**src/rtl/csv_tok_pkg.sv**
```systemverilog
// ----------------------------------------------------------------------------
// csv_tok_pkg
// Shared types and constants for the CSV byte stream tokenizer.
// ----------------------------------------------------------------------------
package csv_tok_pkg;

  localparam int ROW_BITS    = 24;
  localparam int COLUMN_BITS = 16;

  // result queue
  localparam int FIFO_DEPTH = 4;
  localparam int PTR_W      = $clog2(FIFO_DEPTH);
  localparam int CNT_W      = $clog2(FIFO_DEPTH + 1);

  localparam logic [7:0] CH_NUL      = 8'h00;
  localparam logic [7:0] CH_QUOTE    = 8'h22;
  localparam logic [7:0] CH_CR       = 8'h0D;
  localparam logic [7:0] CH_LF       = 8'h0A;
  localparam logic [7:0] CH_TAB      = 8'h09;
  localparam logic [7:0] CH_SPACE    = 8'h20;
  localparam logic [7:0] DELIM_RESET = 8'h2C;

  typedef enum logic [2:0] {
    KIND_START   = 3'd0,
    KIND_BYTE    = 3'd1,
    KIND_COLEND  = 3'd2,
    KIND_ROWEND  = 3'd3,
    KIND_TEXTEND = 3'd4
  } kind_e;

  typedef enum logic [1:0] {
    SCAN_BETWEEN  = 2'd0,
    SCAN_UNQUOTED = 2'd1,
    SCAN_QUOTED   = 2'd2
  } scan_e;

  typedef struct packed {
    logic [7:0] text_byte;
    logic       end_of_text;
  } in_t;

  typedef struct packed {
    kind_e                  kind;
    logic [7:0]             value_byte;
    logic [ROW_BITS-1:0]    row_number;
    logic [COLUMN_BITS-1:0] column_number;
    logic                   last_of_run;
  } out_t;

  typedef struct packed {
    scan_e                  scan;
    logic                   pending_quote;
    logic                   after_cr;
    logic [ROW_BITS-1:0]    row;
    logic [COLUMN_BITS-1:0] col;
  } tok_state_t;

  localparam tok_state_t STATE_RESET = '{
    scan:          SCAN_BETWEEN,
    pending_quote: 1'b0,
    after_cr:      1'b0,
    row:           ROW_BITS'(1),
    col:           COLUMN_BITS'(1)
  };

endpackage

```
**src/rtl/csv_tok_step.sv**
```systemverilog
// ----------------------------------------------------------------------------
// csv_tok_step
// Next-state and event logic for one text byte: up to two result words.
// ----------------------------------------------------------------------------
module csv_tok_step (
  input  csv_tok_pkg::tok_state_t       state_i,
  input  csv_tok_pkg::in_t              in_i,
  input  logic [7:0]                    delim_i,
  output csv_tok_pkg::tok_state_t       state_o,
  output logic [1:0]                    n_o,
  output csv_tok_pkg::out_t [1:0]       res_o
);

  logic [7:0] b;
  logic       is_end;
  logic       pre_quote;
  logic       text_end;
  logic       plain_byte;
  logic       run_bt;
  logic [1:0] cnt;
  logic [1:0] last_idx;

  assign b      = in_i.text_byte;
  assign is_end = in_i.end_of_text || (b == csv_tok_pkg::CH_NUL);

  always_comb begin
    state_o    = state_i;
    pre_quote  = 1'b0;
    text_end   = 1'b0;
    plain_byte = 1'b0;
    run_bt     = 1'b0;
    cnt        = 2'd0;
    last_idx   = 2'd0;
    for (int i = 0; i < 2; i++) begin
      res_o[i] = '{kind:          csv_tok_pkg::KIND_START,
                   value_byte:    8'h00,
                   row_number:    state_i.row,
                   column_number: state_i.col,
                   last_of_run:   1'b0};
    end

    if (is_end) begin
      pre_quote = (state_i.scan == csv_tok_pkg::SCAN_UNQUOTED) && state_i.pending_quote;
      text_end  = 1'b1;
      state_o   = csv_tok_pkg::STATE_RESET;
    end else begin
      unique case (state_i.scan)
        csv_tok_pkg::SCAN_UNQUOTED: begin
          if (b == delim_i || b == csv_tok_pkg::CH_CR || b == csv_tok_pkg::CH_LF) begin
            pre_quote             = state_i.pending_quote;
            state_o.pending_quote = 1'b0;
            state_o.scan          = csv_tok_pkg::SCAN_BETWEEN;
            run_bt                = 1'b1;
          end else if (b == csv_tok_pkg::CH_QUOTE) begin
            // doubled quote gives one quote byte
            pre_quote             = state_i.pending_quote;
            state_o.pending_quote = !state_i.pending_quote;
          end else begin
            pre_quote             = state_i.pending_quote;
            state_o.pending_quote = 1'b0;
            plain_byte            = 1'b1;
          end
        end
        csv_tok_pkg::SCAN_QUOTED: begin
          if (b == csv_tok_pkg::CH_QUOTE) begin
            pre_quote             = state_i.pending_quote;
            state_o.pending_quote = !state_i.pending_quote;
          end else if (state_i.pending_quote) begin
            // closing quote, this byte is handled between tokens
            state_o.pending_quote = 1'b0;
            state_o.scan          = csv_tok_pkg::SCAN_BETWEEN;
            run_bt                = 1'b1;
          end else begin
            plain_byte = 1'b1;
          end
        end
        default: begin
          state_o.scan          = csv_tok_pkg::SCAN_BETWEEN;
          state_o.pending_quote = 1'b0;
          run_bt                = 1'b1;
        end
      endcase
    end

    if (pre_quote) begin
      res_o[cnt[0]].kind       = csv_tok_pkg::KIND_BYTE;
      res_o[cnt[0]].value_byte = csv_tok_pkg::CH_QUOTE;
      cnt = cnt + 2'd1;
    end
    if (text_end) begin
      res_o[cnt[0]].kind = csv_tok_pkg::KIND_TEXTEND;
      cnt = cnt + 2'd1;
    end
    if (plain_byte) begin
      res_o[cnt[0]].kind       = csv_tok_pkg::KIND_BYTE;
      res_o[cnt[0]].value_byte = b;
      cnt = cnt + 2'd1;
    end

    if (run_bt) begin
      state_o.after_cr = 1'b0;
      if (state_i.after_cr && b == csv_tok_pkg::CH_LF) begin
        // lf of a crlf pair, already counted
      end else if (b == csv_tok_pkg::CH_SPACE || b == csv_tok_pkg::CH_TAB) begin
        // skipped between tokens
      end else if (b == delim_i) begin
        res_o[cnt[0]].kind = csv_tok_pkg::KIND_COLEND;
        cnt = cnt + 2'd1;
        if (state_i.col != {csv_tok_pkg::COLUMN_BITS{1'b1}}) begin
          state_o.col = state_i.col + csv_tok_pkg::COLUMN_BITS'(1);
        end
      end else if (b == csv_tok_pkg::CH_CR || b == csv_tok_pkg::CH_LF) begin
        res_o[cnt[0]].kind = csv_tok_pkg::KIND_ROWEND;
        cnt = cnt + 2'd1;
        if (state_i.row != {csv_tok_pkg::ROW_BITS{1'b1}}) begin
          state_o.row = state_i.row + csv_tok_pkg::ROW_BITS'(1);
        end
        state_o.col      = csv_tok_pkg::COLUMN_BITS'(1);
        state_o.after_cr = (b == csv_tok_pkg::CH_CR);
      end else if (b == csv_tok_pkg::CH_QUOTE) begin
        state_o.scan = csv_tok_pkg::SCAN_QUOTED;
        res_o[cnt[0]].kind = csv_tok_pkg::KIND_START;
        cnt = cnt + 2'd1;
      end else begin
        state_o.scan = csv_tok_pkg::SCAN_UNQUOTED;
        res_o[cnt[0]].kind = csv_tok_pkg::KIND_START;
        cnt = cnt + 2'd1;
        res_o[cnt[0]].kind       = csv_tok_pkg::KIND_BYTE;
        res_o[cnt[0]].value_byte = b;
        cnt = cnt + 2'd1;
      end
    end

    if (cnt != 2'd0) begin
      last_idx = cnt - 2'd1;
      res_o[last_idx[0]].last_of_run = 1'b1;
    end
  end

  assign n_o = cnt;

endmodule

```
**src/rtl/csv_tok_fifo.sv**
```systemverilog
// ----------------------------------------------------------------------------
// csv_tok_fifo
// Result queue: takes up to two words per cycle, hands out one per cycle.
// ----------------------------------------------------------------------------
module csv_tok_fifo (
  input  logic                       clk_i,
  input  logic                       rst_ni,
  input  logic [1:0]                 push_n_i,
  input  csv_tok_pkg::out_t [1:0]    push_data_i,
  input  logic                       pop_i,
  output logic                       room_o,
  output logic                       valid_o,
  output csv_tok_pkg::out_t          data_o
);

  localparam int PtrW = csv_tok_pkg::PTR_W;
  localparam int CntW = csv_tok_pkg::CNT_W;

  csv_tok_pkg::out_t mem_q [csv_tok_pkg::FIFO_DEPTH];

  logic [PtrW-1:0] wr_ptr_q, wr_ptr_d;
  logic [PtrW-1:0] rd_ptr_q, rd_ptr_d;
  logic [CntW-1:0] count_q, count_d;
  logic [CntW-1:0] count_after_pop;
  logic            do_pop;
  logic [PtrW-1:0] wr_ptr_next;

  assign valid_o         = (count_q != '0);
  assign data_o          = mem_q[rd_ptr_q];
  assign do_pop          = pop_i && valid_o;
  assign count_after_pop = count_q - CntW'(do_pop);
  // room for the two words one byte may cause
  assign room_o          = (count_after_pop <= CntW'(csv_tok_pkg::FIFO_DEPTH - 2));
  assign wr_ptr_next     = wr_ptr_q + PtrW'(1);

  always_comb begin
    wr_ptr_d = wr_ptr_q + PtrW'(push_n_i);
    rd_ptr_d = rd_ptr_q + PtrW'(do_pop);
    count_d  = count_after_pop + CntW'(push_n_i);
  end

  always_ff @(posedge clk_i) begin
    if (push_n_i != 2'd0) begin
      mem_q[wr_ptr_q] <= push_data_i[0];
    end
    if (push_n_i == 2'd2) begin
      mem_q[wr_ptr_next] <= push_data_i[1];
    end
  end

  always_ff @(posedge clk_i or negedge rst_ni) begin
    if (!rst_ni) begin
      wr_ptr_q <= '0;
      rd_ptr_q <= '0;
      count_q  <= '0;
    end else begin
      wr_ptr_q <= wr_ptr_d;
      rd_ptr_q <= rd_ptr_d;
      count_q  <= count_d;
    end
  end

endmodule

```
**src/rtl/csv_byte_stream_tokenizer.sv**
```systemverilog
// ----------------------------------------------------------------------------
// csv_byte_stream_tokenizer
// CSV tokenizer: one text byte in, value/column/row/text events out.
// ----------------------------------------------------------------------------
// Input channel: in_valid_i/in_ready_o carry one text byte with an end flag.
// Output channel: out_valid_o/out_ready_i carry one event word, each with
// its row and column number and a flag on the last word caused by a byte.
// cfg_we_i writes the delimiter from cfg_wdata_i; write it only while idle.
// A byte goes into an input register, then through the step logic into a
// four-word result queue, from which its first word is offered. One byte
// is taken per cycle as long as the queue has room for two words after
// this cycle's read; a byte with two events needs the single output port
// for two words, so the rate is one byte per cycle when each byte gives
// at most one word, set by the single output port.
// When the receiver stalls the queue fills and in_ready_o drops once fewer
// than two places would be free; nothing is lost.
// Reset clears the queue, the scan state, the counters (row 1, column 1)
// and sets the delimiter to a comma. A text end also clears the scan state
// but keeps the delimiter.
// ----------------------------------------------------------------------------
module csv_byte_stream_tokenizer (
  input  logic                clk_i,
  input  logic                rst_ni,
  input  logic                in_valid_i,
  output logic                in_ready_o,
  input  csv_tok_pkg::in_t    in_data_i,
  output logic                out_valid_o,
  input  logic                out_ready_i,
  output csv_tok_pkg::out_t   out_data_o,
  input  logic                cfg_we_i,
  input  logic [7:0]          cfg_wdata_i
);

  logic                      in_valid_q, in_valid_d;
  csv_tok_pkg::in_t          in_q;
  csv_tok_pkg::tok_state_t   state_q, state_d, step_state;
  logic [7:0]                delim_q;
  logic [1:0]                step_n;
  csv_tok_pkg::out_t [1:0]   step_res;
  logic [1:0]                push_n;
  logic                      room;
  logic                      consume;
  logic                      in_accept;

  assign consume    = in_valid_q && room;
  assign in_ready_o = !in_valid_q || consume;
  assign in_accept  = in_valid_i && in_ready_o;
  assign push_n     = consume ? step_n : 2'd0;

  always_comb begin
    in_valid_d = in_valid_q;
    if (in_accept) begin
      in_valid_d = 1'b1;
    end else if (consume) begin
      in_valid_d = 1'b0;
    end
    state_d = consume ? step_state : state_q;
  end

  csv_tok_step u_step (
    .state_i (state_q),
    .in_i    (in_q),
    .delim_i (delim_q),
    .state_o (step_state),
    .n_o     (step_n),
    .res_o   (step_res)
  );

  csv_tok_fifo u_fifo (
    .clk_i       (clk_i),
    .rst_ni      (rst_ni),
    .push_n_i    (push_n),
    .push_data_i (step_res),
    .pop_i       (out_ready_i),
    .room_o      (room),
    .valid_o     (out_valid_o),
    .data_o      (out_data_o)
  );

  always_ff @(posedge clk_i) begin
    if (in_accept) begin
      in_q <= in_data_i;
    end
  end

  always_ff @(posedge clk_i or negedge rst_ni) begin
    if (!rst_ni) begin
      in_valid_q <= 1'b0;
      state_q    <= csv_tok_pkg::STATE_RESET;
      delim_q    <= csv_tok_pkg::DELIM_RESET;
    end else begin
      in_valid_q <= in_valid_d;
      state_q    <= state_d;
      if (cfg_we_i) begin
        delim_q <= cfg_wdata_i;
      end
    end
  end

endmodule

```
**config.mk**
```make
export PLATFORM = sky130hd
export DESIGN_NAME = csv_byte_stream_tokenizer
export DESIGN_NICKNAME = d
export VERILOG_FILES = /design/src/rtl/csv_tok_pkg.sv /design/src/rtl/csv_tok_step.sv /design/src/rtl/csv_tok_fifo.sv /design/src/rtl/csv_byte_stream_tokenizer.sv
export SDC_FILE = /design/constraint.sdc
export NUM_CORES = 1
export LEC_CHECK = 0
export BUFFER_PORTS_ARGS = -buffer_cell sky130_fd_sc_hd__buf_2
export CORE_MARGIN = 1.5
export CORE_UTILIZATION = 46
export DETAILED_ROUTE_END_ITERATION = 10
export HOLD_SLACK_MARGIN = 0.06
export PLACE_DENSITY_LB_ADDON = 0.3
export SYNTH_ARGS = -nofsm -noshare
export SYNTH_HDL_FRONTEND = slang
export SYNTH_SLANG_ARGS = --single-unit
```
**constraint.sdc**
```tcl
create_clock -name clk_i -period 11.7 [get_ports clk_i]
set_input_delay 0.585 -clock clk_i [delete_from_list [all_inputs] [get_ports clk_i]]
set_output_delay 0.585 -clock clk_i [all_outputs]
set_load 0.005 [all_outputs]
```
==> impl.org <==
** Layout
- Cells with a size suffix above 1 make up between 20 and 25% of the layout.
- From synthesis to final layout, the design area changed by 13.6%.
- Post-layout utilization of the core :: 53.7%
- 0 antenna diodes ended up in the layout.
- Commonest non-fill, non-tap cell in the layout :: sky130_fd_sc_hd__edfxtp_1
- The library cells used most frequently in the layout, excluding fill and tap cells, are sky130_fd_sc_hd__edfxtp_1, sky130_fd_sc_hd__buf_2, sky130_fd_sc_hd__nand2_1, sky130_fd_sc_hd__dfrtp_1, sky130_fd_sc_hd__mux4_2.
- The filler cells instantiated in the layout total roughly 2.1k.
- Registers take 8030 um^2.
- Final instance area :: between 10,000 and 15,000 um^2
- Total Nets Final :: approximately 940
- In the final layout, the multi-input gates occupy 4100 um^2.

** Timing
- Setup repair after global routing missed its margin :: no
- Measured against its own limit, the worst slew margin works out to 32.3%.
- The final hold violation count was 0.
- Final setup vio count :: 0
- For the pin with the worst max-slew slack, the measured transition is 1.01 ns.
- The count of final max-slew check failures came to 0.
- Achievable frequency :: around 190 MHz
- Setup WS post-layout :: around 6.4 ns
- Subtracting the final worst setup slack from the clock period gives ~5.3 ns.
- Final Cycle Share :: between 40% and 50%
- Worst clock skew on the final layout :: roughly 0.013 ns
- Setup TNS after final layout :: 0 ns

** Die
- FP Rows :: 59
- The die covers about 28,000 um^2.
- Die boundary height :: approximately 170 um
- Die W :: between 150 and 200 um
- Initial core utilization :: 47.2%
- The core region is roughly 26,000 um^2.
- In this run the count of I/O pins placed on the die edge is 76.

** Place
- # port buffers :: 75
- Prior to clock tree synthesis, the placed netlist has a worst setup slack of 6.43 ns.
- Once detailed placement completed, the half-perimeter wirelength came to roughly 16,000 um.
- The congestion estimate from routability-driven global placement came to between 0.8 and 0.9.
- Cell area reported after detailed placement :: approximately 13,000 um^2

** Power and ir drop
- Registers are responsible for 42.6% of the overall power.
- The share of total power dissipated in the clock network is a little over a quarter.
- In this run the static leakage power is about 5.2 nW.
- Net switching component of the power :: around 1.1 mW
- Across the VDD grid, the largest voltage drop is roughly 0.19 mV.
- In this run the power density over the cells is about 240 nW/um^2.
- Combinational cells account for a little under a third of the total power.
- In this run switching power makes up 32.0% of total power.
- Cell internal power was estimated by the tool at roughly 2.3 mW.

** Global route
- The first global-routing pass estimated 40,500 um of wire.
- Largest net degree at the start of global routing :: between 60 and 70
- Antenna violations before repair :: 0
- The total overflow left after global routing is 0.
- The via count of the first global-routing pass came to roughly 7.3k.
- GRT Total Usage :: a little under a fifth

** Setup path
- Cell-by-cell trace of the critical path :: nor4_4 > a31o_2 > inv_1 > a21oi_1 > and2_1 > inv_1 > ha_1 > ha_1 > and3_2 > mux2i_1 > o211ai_1 > a21oi_2 > o41ai_2 > buf_4
- Worst setup path category :: reg -> reg
- Worst Path Arrival :: about 5.6 ns
- On the worst path, the slowest cell contributes a delay of between 0.7 and 0.8 ns.
- Slowest library cell on the worst path :: sky130_fd_sc_hd__a21oi_2
- Critical path data required time :: about 12 ns
- Critical Path Source :: in_q[5]$_DFFE_PP_
- Among cell families on the critical path, the largest total delay comes from compound AO/OA/AOI/OAI gates.
- The critical path contains buffers and inverters numbering 3 combined.
- Start of the worst register-to-register path :: in_q[5]$_DFFE_PP_
- Crit. path cell count :: 14
- Worst Reg-to-Reg Cells :: 14
- Critical path fanouts, max :: 42
- Kind of end point of the critical path :: flip-flop
- The worst setup path is launched from a flip-flop.

** Routing
- Vias per Instance :: about 5.9
- Via Count :: about 7.4k
- Wires add up to ~26,000 um.
- Wire length per cell after detailed routing :: 20.3 um
- Antenna violation net count after detailed routing :: 0
- Before antenna repair, the detailed router went through 6 iterations.
- Number of design rule violations left after detail routing :: 0
- Initial DRC count :: around 670

** Synth
- During synthesis, Yosys emitted a total of 0 warnings.
- After synthesis, flip-flops and latches occupy approximately 65% of the total area.
- Yosys mapped a number of flops with a built-in enable equal to around 220.
- Number of nets in the synthesized netlist :: 858
- Synthesis produced 823 cells.
- Register bit total from synthesis :: ~280
- After synthesis, the share of flip-flops with an asynchronous set or reset is a little over a fifth.
- The mapped netlist covers ~12,000 um^2.
- After synthesis, the mean cell area works out to ~15 um^2.
- Synthesis instantiated 67 different standard cells from the library.
- Synth Flop Type :: sky130_fd_sc_hd__edfxtp_1

** Hold path
- Depth of the worst hold-timing path :: 1
- Hold crit path type :: in -> reg
- Start point of the worst min-delay path :: in_data_i[6]

** CTS
- The tree is rooted in a sky130_fd_sc_hd__clkbuf_16.
- Post-CTS clock slew at the launch and capture registers of the worst setup and hold paths :: about 0.060 ns
- Max H-tree Level :: 1
- Clock tree buffer depth :: 3
- The clock reaches the later pin of the worst-skew pair after about 0.54 ns.
- In this run, post-CTS repair resized a total of 0 instances.
- After clock tree synthesis, the setup repair step added 0 buffers.
- CTS buffer count :: 29
- Number of hold buffers added after CTS :: 0
- CTS tree :: done
- CTS sink cnt :: 277

** Run status
- Status :: complete, no violations

** Run
- Max-cap viol count :: 0
## power groups by stage
stage | clock network, mW | registers (mW) | logic [mW]
detailed placement | 0 | 1.46 | 1.05
floorplan | 0 | 1.43 | 0.725
global route | 0.964 | 1.46 | 1.14
global placement | 0 | 1.45 | 1.05
finish | 0.904 | 1.44 | 1.04
CTS | 0.921 | 1.44 | 1.06
## final cells by class
class                           instances  share of cell area, %
Sequential cell                       277                   57.1
Inverter                               22                  0.587
Clock inverter                          9                  0.943
Multi-Input combinational cell        482                   29.2
Timing Repair Buffer                   89                   3.42
Tap cell                              335                   2.98
Clock buffer                           44                   5.78
## layer usage
layer / vias to the layer above / wire length (um) / track usage, %
met4: 0 / 554 / 5.61
met2: 245 / 11800 / 28.4
met3: 50 / 1350 / 2.78
met1: 3666 / 11800 / 27.3
li1: 3413 / - / -
met5: - / 0 / 0
## cell families (layout without fill, tap and decap cells)
kind of cell / count (synthesis) / count (layout) / synth area share (%)
simple gates: 211 / 211 / 8.80
buf+inv: 64 / 164 / 2.26
flops: 277 / 277 / 64.8
mux: 106 / 106 / 14.0
fa+ha+maj: 13 / 13 / 1.37
compound gates: 135 / 135 / 7.57
xor+xnor: 17 / 17 / 1.20
## per-stage QoR
step	hold WS (ns)	std cells	total power [mW]
after floorplan	0.289	823	2.16
after global placement	0.504	1205	2.50
after detailed placement	0.507	1205	2.51
after CTS	0.199	1258	3.42
after global routing	0.196	1258	3.56
final	0.214	1258	3.38
## worst paths after layout
path                                                end  slack, ns
setup / recovery           u_fifo.mem_q[2][5]$_DFFE_PP_       6.35
min in group asynchronous        in_valid_q$_DFFE_PN0P_       0.22
setup reg to reg           u_fifo.mem_q[2][5]$_DFFE_PP_       6.35
hold / removal                        in_q[6]$_DFFE_PP_       0.21
hold reg to reg                  in_valid_q$_DFFE_PN0P_       0.51
max in group asynchronous  u_fifo.rd_ptr_q[0]$_DFF_PN0_      10.87
## cell usage after synthesis (3+ instances only)
cell type | number | share of area (%)
sky130_fd_sc_hd__dfstp_2 | 5 | 1.1
sky130_fd_sc_hd__nor3b_1 | 3 | 0.18
sky130_fd_sc_hd__mux2_2 | 11 | 1.0
sky130_fd_sc_hd__a21oi_1 | 30 | 1.2
sky130_fd_sc_hd__buf_2 | 8 | 0.32
sky130_fd_sc_hd__edfxtp_1 | 217 | 53
sky130_fd_sc_hd__mux4_2 | 52 | 9.5
sky130_fd_sc_hd__nand2b_1 | 3 | 0.15
sky130_fd_sc_hd__o41ai_1 | 7 | 0.50
sky130_fd_sc_hd__o2bb2ai_1 | 18 | 1.3
sky130_fd_sc_hd__xnor2_1 | 16 | 1.1
sky130_fd_sc_hd__nor2b_1 | 3 | 0.15
sky130_fd_sc_hd__a22o_1 | 4 | 0.28
sky130_fd_sc_hd__or2_2 | 5 | 0.25
sky130_fd_sc_hd__o211ai_1 | 4 | 0.24
sky130_fd_sc_hd__nor2_1 | 33 | 1.0
sky130_fd_sc_hd__nand4_1 | 9 | 0.45
sky130_fd_sc_hd__a31oi_1 | 14 | 0.71
sky130_fd_sc_hd__nand3_1 | 29 | 1.2
sky130_fd_sc_hd__or3_1 | 8 | 0.40
sky130_fd_sc_hd__o21a_1 | 4 | 0.24
sky130_fd_sc_hd__o21ai_1 | 3 | 0.12
sky130_fd_sc_hd__and3_2 | 3 | 0.18
sky130_fd_sc_hd__o21ai_0 | 19 | 0.77
sky130_fd_sc_hd__a21oi_2 | 4 | 0.28
sky130_fd_sc_hd__nor3_1 | 30 | 1.2
sky130_fd_sc_hd__o22ai_1 | 4 | 0.20
sky130_fd_sc_hd__nor4_1 | 7 | 0.35
sky130_fd_sc_hd__buf_6 | 3 | 0.27
sky130_fd_sc_hd__dfrtp_1 | 55 | 11
sky130_fd_sc_hd__mux2i_1 | 41 | 3.3
sky130_fd_sc_hd__a21o_1 | 4 | 0.24
sky130_fd_sc_hd__and2_1 | 8 | 0.40
sky130_fd_sc_hd__inv_1 | 22 | 0.67
sky130_fd_sc_hd__nand2_1 | 53 | 1.6
sky130_fd_sc_hd__clkbuf_1 | 23 | 0.70
sky130_fd_sc_hd__ha_1 | 12 | 1.2
sky130_fd_sc_hd__and3_1 | 8 | 0.40
sky130_fd_sc_hd__buf_1 | 6 | 0.18
## sequential cells by signal (all words and copies together), names as in the netlist
name	flops
in_q	9
u_fifo.wr_ptr_q	2
u_fifo.count_q	3
in_valid_q	1
u_fifo.mem_q	208
delim_q	8
state_q	44
u_fifo.rd_ptr_q	2
(Power assumes the default switching activity.)
